### config.mk
export PLATFORM = sky130hd
export DESIGN_NAME = tea_chained_block_cipher
export DESIGN_NICKNAME = d
export VERILOG_FILES = /design/src/rtl/tcbc_pkg.sv /design/src/rtl/tcbc_ctrl.sv /design/src/rtl/tcbc_datapath.sv /design/src/rtl/tea_chained_block_cipher.sv
export SDC_FILE = /design/constraint.sdc
export NUM_CORES = 2
export LEC_CHECK = 0
export BUFFER_PORTS_ARGS = -buffer_cell sky130_fd_sc_hd__buf_4
export CAP_MARGIN = 5
export CORE_ASPECT_RATIO = 0.8
export CORE_MARGIN = 2
export CORE_UTILIZATION = 55
export DETAILED_ROUTE_END_ITERATION = 10
export GPL_TIMING_DRIVEN = 0
export PLACE_DENSITY = 0.73
export SLEW_MARGIN = 15
export SYNTH_ARGS = -nofsm -noshare
export SYNTH_HDL_FRONTEND = slang
export SYNTH_SLANG_ARGS = --single-unit
### constraint.sdc
create_clock -name clk -period 11.7 [get_ports clk]
set_input_delay 1.755 -clock clk [delete_from_list [all_inputs] [get_ports clk]]
set_output_delay 1.755 -clock clk [all_outputs]
set_load 0.01 [all_outputs]
### src/rtl/tcbc_pkg.sv
// Shared types, register map and constants for the chained TEA cipher.
// No dependencies; imported by every module of the block.
package tcbc_pkg;

  localparam int ADDR_W = 5;
  localparam int RC_W   = 7;

  // register indexes (byte address / 4)
  localparam logic [2:0] REG_KEY0   = 3'd0;
  localparam logic [2:0] REG_KEY1   = 3'd1;
  localparam logic [2:0] REG_KEY2   = 3'd2;
  localparam logic [2:0] REG_KEY3   = 3'd3;
  localparam logic [2:0] REG_DELTA  = 3'd4;
  localparam logic [2:0] REG_ROUNDS = 3'd5;
  localparam logic [2:0] REG_CHAIN  = 3'd6;

  localparam logic [31:0]     RESET_DELTA  = 32'h9E3779B9;
  localparam logic [RC_W-1:0] RESET_ROUNDS = 7'd16;
  localparam logic [RC_W-1:0] MAX_ROUNDS   = 7'd64;

  typedef struct packed {
    logic [31:0]     key0;
    logic [31:0]     key1;
    logic [31:0]     key2;
    logic [31:0]     key3;
    logic [31:0]     delta;
    logic [RC_W-1:0] rounds;
    logic            chain;
  } cfg_t;

  typedef struct packed {
    logic load;    // capture the input beat
    logic step;    // run one half round
    logic half;    // 0: first half of the round, 1: second half
    logic finish;  // emit the result and update the chain state
  } ctrl_cmd_t;

  typedef struct packed {
    logic [RC_W-1:0] rounds;
    logic            out_free;
  } ctrl_stat_t;

  // clamp the programmed round count to the supported maximum
  function automatic logic [RC_W-1:0] eff_rounds(input logic [RC_W-1:0] rc);
    return (rc > MAX_ROUNDS) ? MAX_ROUNDS : rc;
  endfunction

endpackage

### src/rtl/tcbc_ctrl.sv
// Sequencer for the chained TEA cipher: accept, round loop, result handoff.
// Depends on tcbc_pkg.
module tcbc_ctrl import tcbc_pkg::*; (
  input  logic       clk,
  input  logic       rst,
  input  logic       in_valid,
  output logic       in_ready,
  input  ctrl_stat_t stat,
  output ctrl_cmd_t  cmd
);

  localparam logic [1:0] S_IDLE = 2'd0;
  localparam logic [1:0] S_RUN  = 2'd1;
  localparam logic [1:0] S_DONE = 2'd2;

  logic [1:0]      state, state_next;
  logic [RC_W-1:0] cnt, cnt_next;
  logic            half, half_next;

  assign in_ready = (state == S_IDLE);

  always_comb begin
    state_next = state;
    cnt_next   = cnt;
    half_next  = half;
    cmd        = '0;
    cmd.half   = half;
    case (state)
      S_IDLE: begin
        if (in_valid) begin
          cmd.load   = 1'b1;
          cnt_next   = stat.rounds;
          half_next  = 1'b0;
          state_next = (stat.rounds == '0) ? S_DONE : S_RUN;
        end
      end
      S_RUN: begin
        cmd.step  = 1'b1;
        half_next = ~half;
        if (half) begin
          cnt_next = cnt - 1'b1;
          if (cnt == {{(RC_W-1){1'b0}}, 1'b1}) begin
            state_next = S_DONE;
          end
        end
      end
      S_DONE: begin
        // hold until the output register can take the beat
        if (stat.out_free) begin
          cmd.finish = 1'b1;
          state_next = S_IDLE;
        end
      end
      default: begin
        state_next = S_IDLE;
      end
    endcase
  end

  always_ff @(posedge clk) begin
    if (rst) begin
      state <= S_IDLE;
      cnt   <= '0;
      half  <= 1'b0;
    end else begin
      state <= state_next;
      cnt   <= cnt_next;
      half  <= half_next;
    end
  end

endmodule

### src/rtl/tcbc_datapath.sv
// Datapath for the chained TEA cipher: block words, round sum, chain state.
// One half round per step command. Depends on tcbc_pkg.
module tcbc_datapath import tcbc_pkg::*; (
  input  logic        clk,
  input  logic        rst,
  input  ctrl_cmd_t   cmd,
  input  cfg_t        cfg,
  input  logic        func,
  input  logic        first_block,
  input  logic [31:0] word_a,
  input  logic [31:0] word_b,
  output logic [63:0] res
);

  logic [31:0] a, b, sum;
  logic        dec;
  logic [63:0] keep;        // encrypt: inner value, decrypt: raw ciphertext
  logic [63:0] last_cipher;
  logic [63:0] last_inner;

  logic [63:0] blk, chain_c, chain_i, enc_in, dec_in, core;
  logic [31:0] dec_sum;
  logic        sel_a;
  logic [31:0] v, ka, kb, m, tgt, upd;

  function automatic logic [31:0] mix(input logic [31:0] x, input logic [31:0] s,
                                      input logic [31:0] k_lo, input logic [31:0] k_hi);
    return ((x << 4) + k_lo) ^ (x + s) ^ ((x >> 5) + k_hi);
  endfunction

  assign blk     = {word_a, word_b};
  assign chain_c = first_block ? 64'd0 : last_cipher;
  assign chain_i = first_block ? 64'd0 : last_inner;
  assign enc_in  = cfg.chain ? (blk ^ chain_c) : blk;
  assign dec_in  = cfg.chain ? (blk ^ chain_i) : blk;
  assign dec_sum = 32'(cfg.delta * {25'd0, eff_rounds(cfg.rounds)});

  // one mix unit serves both halves of the round
  assign sel_a = dec ? ~cmd.half : cmd.half;
  assign v     = sel_a ? a : b;
  assign ka    = sel_a ? cfg.key2 : cfg.key0;
  assign kb    = sel_a ? cfg.key3 : cfg.key1;
  assign m     = mix(v, sum, ka, kb);
  assign tgt   = sel_a ? b : a;
  assign upd   = dec ? (tgt - m) : (tgt + m);

  assign core = {a, b};
  always_comb begin
    if (!cfg.chain) begin
      res = core;
    end else if (dec) begin
      res = core ^ last_cipher;
    end else begin
      res = core ^ last_inner;
    end
  end

  always_ff @(posedge clk) begin
    if (cmd.load) begin
      dec <= func;
      if (func) begin
        {a, b} <= dec_in;
        keep   <= blk;
        sum    <= dec_sum;
      end else begin
        {a, b} <= enc_in;
        keep   <= enc_in;
        sum    <= cfg.delta;
      end
    end else if (cmd.step) begin
      if (sel_a) begin
        b <= upd;
      end else begin
        a <= upd;
      end
      if (cmd.half) begin
        sum <= dec ? (sum - cfg.delta) : (sum + cfg.delta);
      end
    end
  end

  always_ff @(posedge clk) begin
    if (rst) begin
      last_cipher <= '0;
      last_inner  <= '0;
    end else if (cmd.load && first_block) begin
      last_cipher <= '0;
      last_inner  <= '0;
    end else if (cmd.finish && cfg.chain) begin
      if (dec) begin
        last_inner  <= core;
        last_cipher <= keep;
      end else begin
        last_inner  <= keep;
        last_cipher <= res;
      end
    end
  end

endmodule

### src/rtl/tea_chained_block_cipher.sv
// TEA block cipher with xor chaining; one 64-bit block per beat.
// N = min(round_count, 64) rounds are run per block; a block with N = 0 goes straight
// to the result handoff. One block at a time: the next beat is taken once the previous
// result is handed to the output register, as the shared mix unit does one half
// round per cycle. rst is synchronous: registers return to their reset values and the
// chain state clears to zero.
module tea_chained_block_cipher import tcbc_pkg::*; (
  input  logic              clk,
  input  logic              rst,
  // input block channel
  input  logic              in_valid,
  output logic              in_ready,
  input  logic              func,
  input  logic              first_block,
  input  logic [31:0]       word_a,
  input  logic [31:0]       word_b,
  // result channel
  output logic              out_valid,
  input  logic              out_ready,
  output logic [31:0]       out_a,
  output logic [31:0]       out_b,
  // configuration port
  input  logic              psel,
  input  logic              penable,
  input  logic              pwrite,
  input  logic [ADDR_W-1:0] paddr,
  input  logic [31:0]       pwdata,
  output logic [31:0]       prdata,
  output logic              pready
);

  cfg_t       cfg;
  ctrl_cmd_t  cmd;
  ctrl_stat_t stat;
  logic [63:0] res;
  logic [2:0]  reg_idx;
  logic        reg_wr;

  // ------------------------------------------------------------------
  // Configuration registers: written on the access phase of a write,
  // addresses beyond the map are dropped and read back as zero.
  // ------------------------------------------------------------------
  assign pready  = 1'b1;
  assign reg_idx = paddr[4:2];
  assign reg_wr  = psel & penable & pwrite & pready;

  always_ff @(posedge clk) begin
    if (rst) begin
      cfg.key0   <= '0;
      cfg.key1   <= '0;
      cfg.key2   <= '0;
      cfg.key3   <= '0;
      cfg.delta  <= RESET_DELTA;
      cfg.rounds <= RESET_ROUNDS;
      cfg.chain  <= 1'b1;
    end else if (reg_wr) begin
      case (reg_idx)
        REG_KEY0:   cfg.key0   <= pwdata;
        REG_KEY1:   cfg.key1   <= pwdata;
        REG_KEY2:   cfg.key2   <= pwdata;
        REG_KEY3:   cfg.key3   <= pwdata;
        REG_DELTA:  cfg.delta  <= pwdata;
        REG_ROUNDS: cfg.rounds <= pwdata[RC_W-1:0];
        REG_CHAIN:  cfg.chain  <= pwdata[0];
        default:    ;
      endcase
    end
  end

  always_comb begin
    case (reg_idx)
      REG_KEY0:   prdata = cfg.key0;
      REG_KEY1:   prdata = cfg.key1;
      REG_KEY2:   prdata = cfg.key2;
      REG_KEY3:   prdata = cfg.key3;
      REG_DELTA:  prdata = cfg.delta;
      REG_ROUNDS: prdata = {{(32-RC_W){1'b0}}, cfg.rounds};
      REG_CHAIN:  prdata = {31'd0, cfg.chain};
      default:    prdata = '0;
    endcase
  end

  // ------------------------------------------------------------------
  // Sequencer and datapath. The sequencer sees the clamped round count
  // and whether the output register can take a new beat.
  // ------------------------------------------------------------------
  assign stat.rounds   = eff_rounds(cfg.rounds);
  assign stat.out_free = ~out_valid | out_ready;

  tcbc_ctrl u_ctrl (
    .clk      (clk),
    .rst      (rst),
    .in_valid (in_valid),
    .in_ready (in_ready),
    .stat     (stat),
    .cmd      (cmd)
  );

  tcbc_datapath u_dp (
    .clk         (clk),
    .rst         (rst),
    .cmd         (cmd),
    .cfg         (cfg),
    .func        (func),
    .first_block (first_block),
    .word_a      (word_a),
    .word_b      (word_b),
    .res         (res)
  );

  // ------------------------------------------------------------------
  // Output register: decouples the round loop from the consumer so the
  // next block can be taken while a result beat still waits.
  // ------------------------------------------------------------------
  always_ff @(posedge clk) begin
    if (rst) begin
      out_valid <= 1'b0;
    end else if (cmd.finish) begin
      out_valid <= 1'b1;
    end else if (out_ready) begin
      out_valid <= 1'b0;
    end
  end

  always_ff @(posedge clk) begin
    if (cmd.finish) begin
      out_a <= res[63:32];
      out_b <= res[31:0];
    end
  end

  // ------------------------------------------------------------------
  // Checks
  // ------------------------------------------------------------------
  // a result is only handed over when the output register is free
  a_finish_free: assert property (@(posedge clk) disable iff (rst)
    cmd.finish |-> (!out_valid || out_ready))
    else $error("result written over a pending output beat");

  // load, step and finish never overlap
  a_cmd_excl: assert property (@(posedge clk) disable iff (rst)
    $onehot0({cmd.load, cmd.step, cmd.finish}))
    else $error("overlapping sequencer commands");

  // after an accept the block is busy with that item
  a_busy_after_accept: assert property (@(posedge clk) disable iff (rst)
    (in_valid && in_ready) |=> !in_ready)
    else $error("new beat taken while an item is in flight");

endmodule
# [Word-level counts from Yosys, hierarchy flattened]
# Index checks and enable logic that the tools add are counted.
[classes] reduce_logical=24 n_eq_ne=14 bitwise_logic=11 div_mod_pow=0 muxes=48 add_sub_neg=8 shift=0 mul=1 n_lt_le_gt_ge=1
[ops] operator="32-bit two-way mux" n=18
[ops] operator="64-bit two-way mux" n=9
[ops] operator="64-bit XOR" n=4
[ops] operator="32-bit one-hot mux with 7 select lines" n=1
[ops] operator="32-bit adder" n=4
[ops] operator="32-bit subtractor" n=2
[ops] operator="32-bit XOR" n=2
[ops] operator="27-bit by 32-bit adder with 32-bit output" n=1
[ops] operator="32-bit by 7-bit multiplier with 32-bit output" n=1
[ops] operator="2-bit AND reduction" n=11
[ops] operator="7-bit two-way mux" n=3
[ops] operator="7-bit one-hot mux with 2 select lines" n=1
[ops] operator="2-bit two-way mux" n=5
[ops] operator="2-bit nonzero test" n=5
[ops] operator="3-bit == test, second input constant" n=3
[ops] operator="1-bit two-way mux" n=9
[ops] operator="7-bit by 1-bit == test with 1-bit output, second input constant" n=1
[ops] operator="7-bit > comparator, second input constant" n=1
[ops] operator="7-bit zero test" n=1
[ops] operator="7-bit by 1-bit subtractor with 7-bit output, second input constant" n=1
[ops] operator="3-bit by 2-bit == test with 1-bit output, second input constant" n=2
[ops] operator="2-bit by 1-bit inequality test with 1-bit output, second input constant" n=3
[ops] operator="2-bit one-hot mux with 3 select lines" n=1
[ops] operator="2-bit inequality test, second input constant" n=2
[ops] operator="other kinds (13)" n=16
[totals] latch_bits=0 memories=0 reg_bits=532 ramBits=0 rom_bits=0 word_cells=127

# [Longest topological paths before layout]
[depth] ltp_word=11 depth_mapped=36

# [Modules after synthesis]
# A second synthesis with hierarchy kept.
[hier_totals] hier_cells=4910 area_unflattened_um2=42022.8
[by_module_without_submodules] module="tcbc_datapath" cells_each=3817 instances=1 area_each_um2=31490.2
[by_module_without_submodules] module="tea_chained_block_cipher" cells_each=1007 instances=1 area_each_um2=9820.7
[by_module_without_submodules] module="tcbc_ctrl" cells_each=86 instances=1 area_each_um2=711.9

# [Worst setup path after synthesis]
# OpenSTA, ideal clock, no wires.
[synth_timing] kind="register to register" start="register u_dp.dec" end="register u_dp.a[31], data pin" n_path_buf=5 t_arrival_ns=8.500 setup_ns=0.254 slack_ns=2.946 stages_incl_launch_ff=37 path_cell_list="edfxtp_1 buf_2 xnor2_4 clkbuf_1 clkbuf_1 clkbuf_1 buf_1 mux2_2 ha_1 fa_1 a211oi_2 o211ai_1 a221oi_2 nand2_1 a41oi_2 xnor3_1 xor2_1 nor3_2 and3_1 and2_1 nor2_1 xor2_1 ha_1 and3_1 and2_1 a21oi_1 nand2_1 or3_1 a41o_1 a31o_1 a21oi_1 nand2_1 a221oi_1 o21ai_0 xnor3_1 nor2_1 a21o_1"
[synth_via] elab_chain_cells=10
[synth_rtl] element="from (decl)" line="tcbc_datapath.sv:16" source="logic dec;"
[synth_rtl] element="from (signal assigned)" line="tcbc_datapath.sv:60" source="dec <= func;"
[synth_rtl] element="1-bit two-way mux" line="tcbc_datapath.sv:39" source="assign sel_a = dec ? ~cmd.half : cmd.half;"
[synth_rtl] element="32-bit two-way mux (on tied branches)" line="tcbc_datapath.sv:41, tcbc_datapath.sv:40"
[synth_rtl] element="32-bit adder" line="tcbc_datapath.sv:28" source="return ((x << 4) + k_lo) ^ (x + s) ^ ((x >> 5) + k_hi);"
[synth_rtl] element="32-bit XOR (2 in a row)" line="tcbc_datapath.sv:28"
[synth_rtl] element="32-bit adder or 32-bit subtractor (tied branches)" line="tcbc_datapath.sv:45" source="assign upd = dec ? (tgt - m) : (tgt + m);"
[synth_rtl] element="32-bit two-way mux *" line="tcbc_datapath.sv:45"
[synth_rtl] element="32-bit two-way mux *" line="tcbc_datapath.sv:71" source="if (sel_a) begin"
[synth_rtl] element="32-bit two-way mux *" line="tcbc_datapath.sv:70" source="end else if (cmd.step) begin"
[synth_rtl] element="32-bit two-way mux *" line="tcbc_datapath.sv:59" source="if (cmd.load) begin"
[synth_rtl] element="to (signal assigned)" line="tcbc_datapath.sv:62" source="{a, b} <= dec_in;"
[synth_rtl] element="to (signal assigned)" line="tcbc_datapath.sv:66" source="{a, b} <= enc_in;"
[synth_rtl] element="to (signal assigned)" line="tcbc_datapath.sv:74" source="a <= upd;"
[synth_rtl] element="to (decl)" line="tcbc_datapath.sv:15" source="logic [31:0] a, b, sum;"
# Mark *: on every way between the ends. The rest lies on a longest branch, timed or not. The select of a mux whose other input is x is not followed.
# A chain may end at the register's enable or synchronous reset.

# [Final worst setup path]
[layout_timing] start="register u_dp.dec" end="register u_dp.b[31], data pin"
[layout_via] elab_chain_cells=10
[layout_rtl] element="1-bit two-way mux" line="tcbc_datapath.sv:39"
[layout_rtl] element="32-bit two-way mux (on tied branches)" line="tcbc_datapath.sv:41, tcbc_datapath.sv:40"
[layout_rtl] element="32-bit adder" line="tcbc_datapath.sv:28"
[layout_rtl] element="32-bit XOR (2 in a row)" line="tcbc_datapath.sv:28"
[layout_rtl] element="32-bit adder or 32-bit subtractor (tied branches)" line="tcbc_datapath.sv:45"
[layout_rtl] element="32-bit two-way mux *" line="tcbc_datapath.sv:45"
[layout_rtl] element="32-bit two-way mux *" line="tcbc_datapath.sv:71"
[layout_rtl] element="32-bit two-way mux *" line="tcbc_datapath.sv:70"
[layout_rtl] element="32-bit two-way mux *" line="tcbc_datapath.sv:59"
[layout_rtl] element="to (signal assigned)" line="tcbc_datapath.sv:62"
[layout_rtl] element="to (signal assigned)" line="tcbc_datapath.sv:66"
[layout_rtl] element="to (signal assigned)" line="tcbc_datapath.sv:72" source="b <= upd;"
[layout_rtl] element="to (decl)" line="tcbc_datapath.sv:15"
# Marks and branches as above.

==> impl_metrics.ini <==
[status]
status = completed

[synth]
synth_enable_flop_cells = 225
synth.top_cell.area_share_pct = 16.5
synth_ff_type = dfxtp_1
synth_nets = 5034
ys_seq_elements = 532
syn_area_um2 = 40900
synthDistinctLibCells = 88
synth_largest_area_cell = edfxtp_1
async_reset_ff_share_pct = 0
synthTopCellsByArea = edfxtp_1 (17%), dfxtp_1 (15%), xnor2_1 (7.7%), nand2_1 (6.9%), fa_1 (6.7%)
ys_seq_area_share_pct = 31.6
ys_warn_count = 0
postSynthCellCount = 4591
synth.avg_cell_area_um2 = 8.90

[timing]
setup_viol = 0
slew_viol_final = 0
layout_setup_ws_ns = 0.360
period_share_pct = 96.9
max-slew-margin-rel_pct = 11.3
tns_ns = 0
holdWs_ns = 0.466
rsz0062_at_grt = false
fin_crit_ns = 11.34
fmax_mhz = 88.2
finClkSkew_ns = 0.0216
finalHoldViolations = 0
tightestPinTransition_ns = 1.33

[power_and_ir_drop]
ir_drop_mv = 0.306
power_density_nw_per_um2 = 272
power_mw = 12.4
p_leak_nw = 18.1

[critical_path]
cp-end-kind = flip-flop
arrival_ns = 11.72
cpMaxStageDelayCell = xnor2_4
crit_path_end = u_dp.b[31]
start_kind = flip-flop
r2r_setup_slack_ns = 0.36
r2r_end = u_dp.b[31]
worstSetupStartpoint = u_dp.dec
crit_path_max_incr_delay_ns = 0.66
cp_top_family = compound AO/OA/AOI/OAI gates
worstSetupPathType = flip-flop to flip-flop
r2r-start = u_dp.dec
timing.reg2reg.worst_path_depth = 36
worstPathRequired_ns = 12.08
cp_num_buf_inv = 5
crit_path_max_fanout = 10
critical_path_depth = 36

[drt]
via_per_inst = 6.26
wirelength_mm = 144
vias = 37000
post_drt_wl_per_cell_um = 24.3
dr.pass1.iters = 8
drcViolationCount = 0
drt-initial-drc-count = 5448
ant_nets = 0

[place]
dp_cells = 5802
place.gp.congestion = 1.01
post_dp_cell_area_um2 = 43800
pre_cts_slack_ns = -0.153
hpwl_mm = 112
numPortBuffers = 202

[global_routing]
track_usage_pct = 36.7
gr-total-overflow = 0
grt_max_degree = 29
grt_pass1_vias = 33800
antenna_found_initial = 5
grt_pass1_wl_mm = 210

[clock_tree]
clkTransAtPathRegs_ns = 0.07
cts_tree = done
post_cts_buffers = 0
cts-root-buf = clkbuf_16
cts_hold_buf = 0
cts_buffers = 54
cts-htree-levels = 2
clock_latency_ns = 0.63
clk_path_buf_depth = 3
clkSinkCount = 532

[die]
dieArea_um2 = 76500
num_rows = 89
start_util_pct = 55.5
die-width_um = 309
boundaryPins = 209
die_y_um = 248
core_um2 = 73600

[final_layout]
fin_nets = 5300
final_cell_mix = nand2_1 (755), a21oi_1 (378), nor2_1 (365)
fin_util_pct = 62.1
drive_above_1_share_pct = 11.2
fillCellCount = 6323
area_delta_synth_final_pct = 11.9
fin_area_um2 = 45700
final_cells = 5908
final_common_cell = nand2_1

[job]
maxCapViolCount = 0

[hold_path]
hold_class = flip-flop to flip-flop
timing repair:
item	4_1_cts	5_1_grt
setup endpoints to repair	2	2
gates resized for setup	1	4
pin swaps	0	0
worst min-delay path, cell delays in order (launching register included):
cell,delay (ns)
dfxtp_1,0.32
nand2_1,0.05
a21oi_1,0.05
kinds of logic (layout without fill, tap and decap cells):
logic type / after synthesis / in the layout / share of synthesized area, %
simple gates: 1433 / 1433 / 15.1
flops: 532 / 532 / 31.6
mux: 380 / 380 / 10.8
xor+xnor: 479 / 479 / 10.7
buf+inv: 445 / 755 / 4.13
fa+ha+maj: 333 / 333 / 12.7
other cells: 1 / 7 / 0.00918
compound gates: 988 / 988 / 15.0
sequential cells by signal (all words and copies together), names as in the netlist, 64 cells and up:
signal / cells
u_dp.keep: 64
cfg: 168
u_dp.last_inner: 64
u_dp.last_cipher: 64
power breakdown:
| group | total (mW) | internal, mW | switching, mW |
|---|---|---|---|
| Combinational | 7.83 | 3.36 | 4.47 |
| Sequential | 2.73 | 2.47 | 0.259 |
| Clock | 1.87 | 1.06 | 0.808 |
cell usage after synthesis, types with 137 or more instances:
library cell / n
clkbuf_1: 225
fa_1: 137
edfxtp_1: 225
nand2_1: 756
inv_1: 173
xnor2_1: 359
ha_1: 196
o21ai_0: 175
mux2_2: 184
a21oi_1: 378
mux2i_1: 167
nor2_1: 365
dfxtp_1: 307
worst min-delay path by stage:
stage                  start       end  slack, ns  cells after the start
floorplan           cfg[104]  cfg[104]       0.44                      2
global placement     cfg[62]   cfg[62]       0.45                      2
detailed placement   cfg[48]   cfg[48]       0.46                      2
CTS                  cfg[48]   cfg[48]       0.47                      2
global route         cfg[63]   cfg[63]       0.48                      2
finish               cfg[50]   cfg[50]       0.47                      2
layout make-up:
type / count / area, um2 / share of cell area, %
Timing Repair Buffer: 210 / 1680 / 3.67
Clock inverter: 30 / 310 / 0.678
Sequential cell: 532 / 12900 / 28.2
Antenna cell: 6 / 15.0 / 0.0328
Inverter: 175 / 657 / 1.44
Buffer: 270 / 1040 / 2.27
Clock buffer: 70 / 1580 / 3.45
Multi-Input combinational cell: 3614 / 26300 / 57.5
Tap cell: 1001 / 1250 / 2.74
layer usage:
layer	part of all wire (%)	routed length (um)	global-route usage (%)	up-vias
met1	42	60100	54.1	17900
met3	13	18800	8.44	317
met5	0	0	0	-
met2	41	59400	52.6	2391
met4	3.8	5490	12.5	0
li1	-	-	-	16400
(Power assumes the default switching activity.)
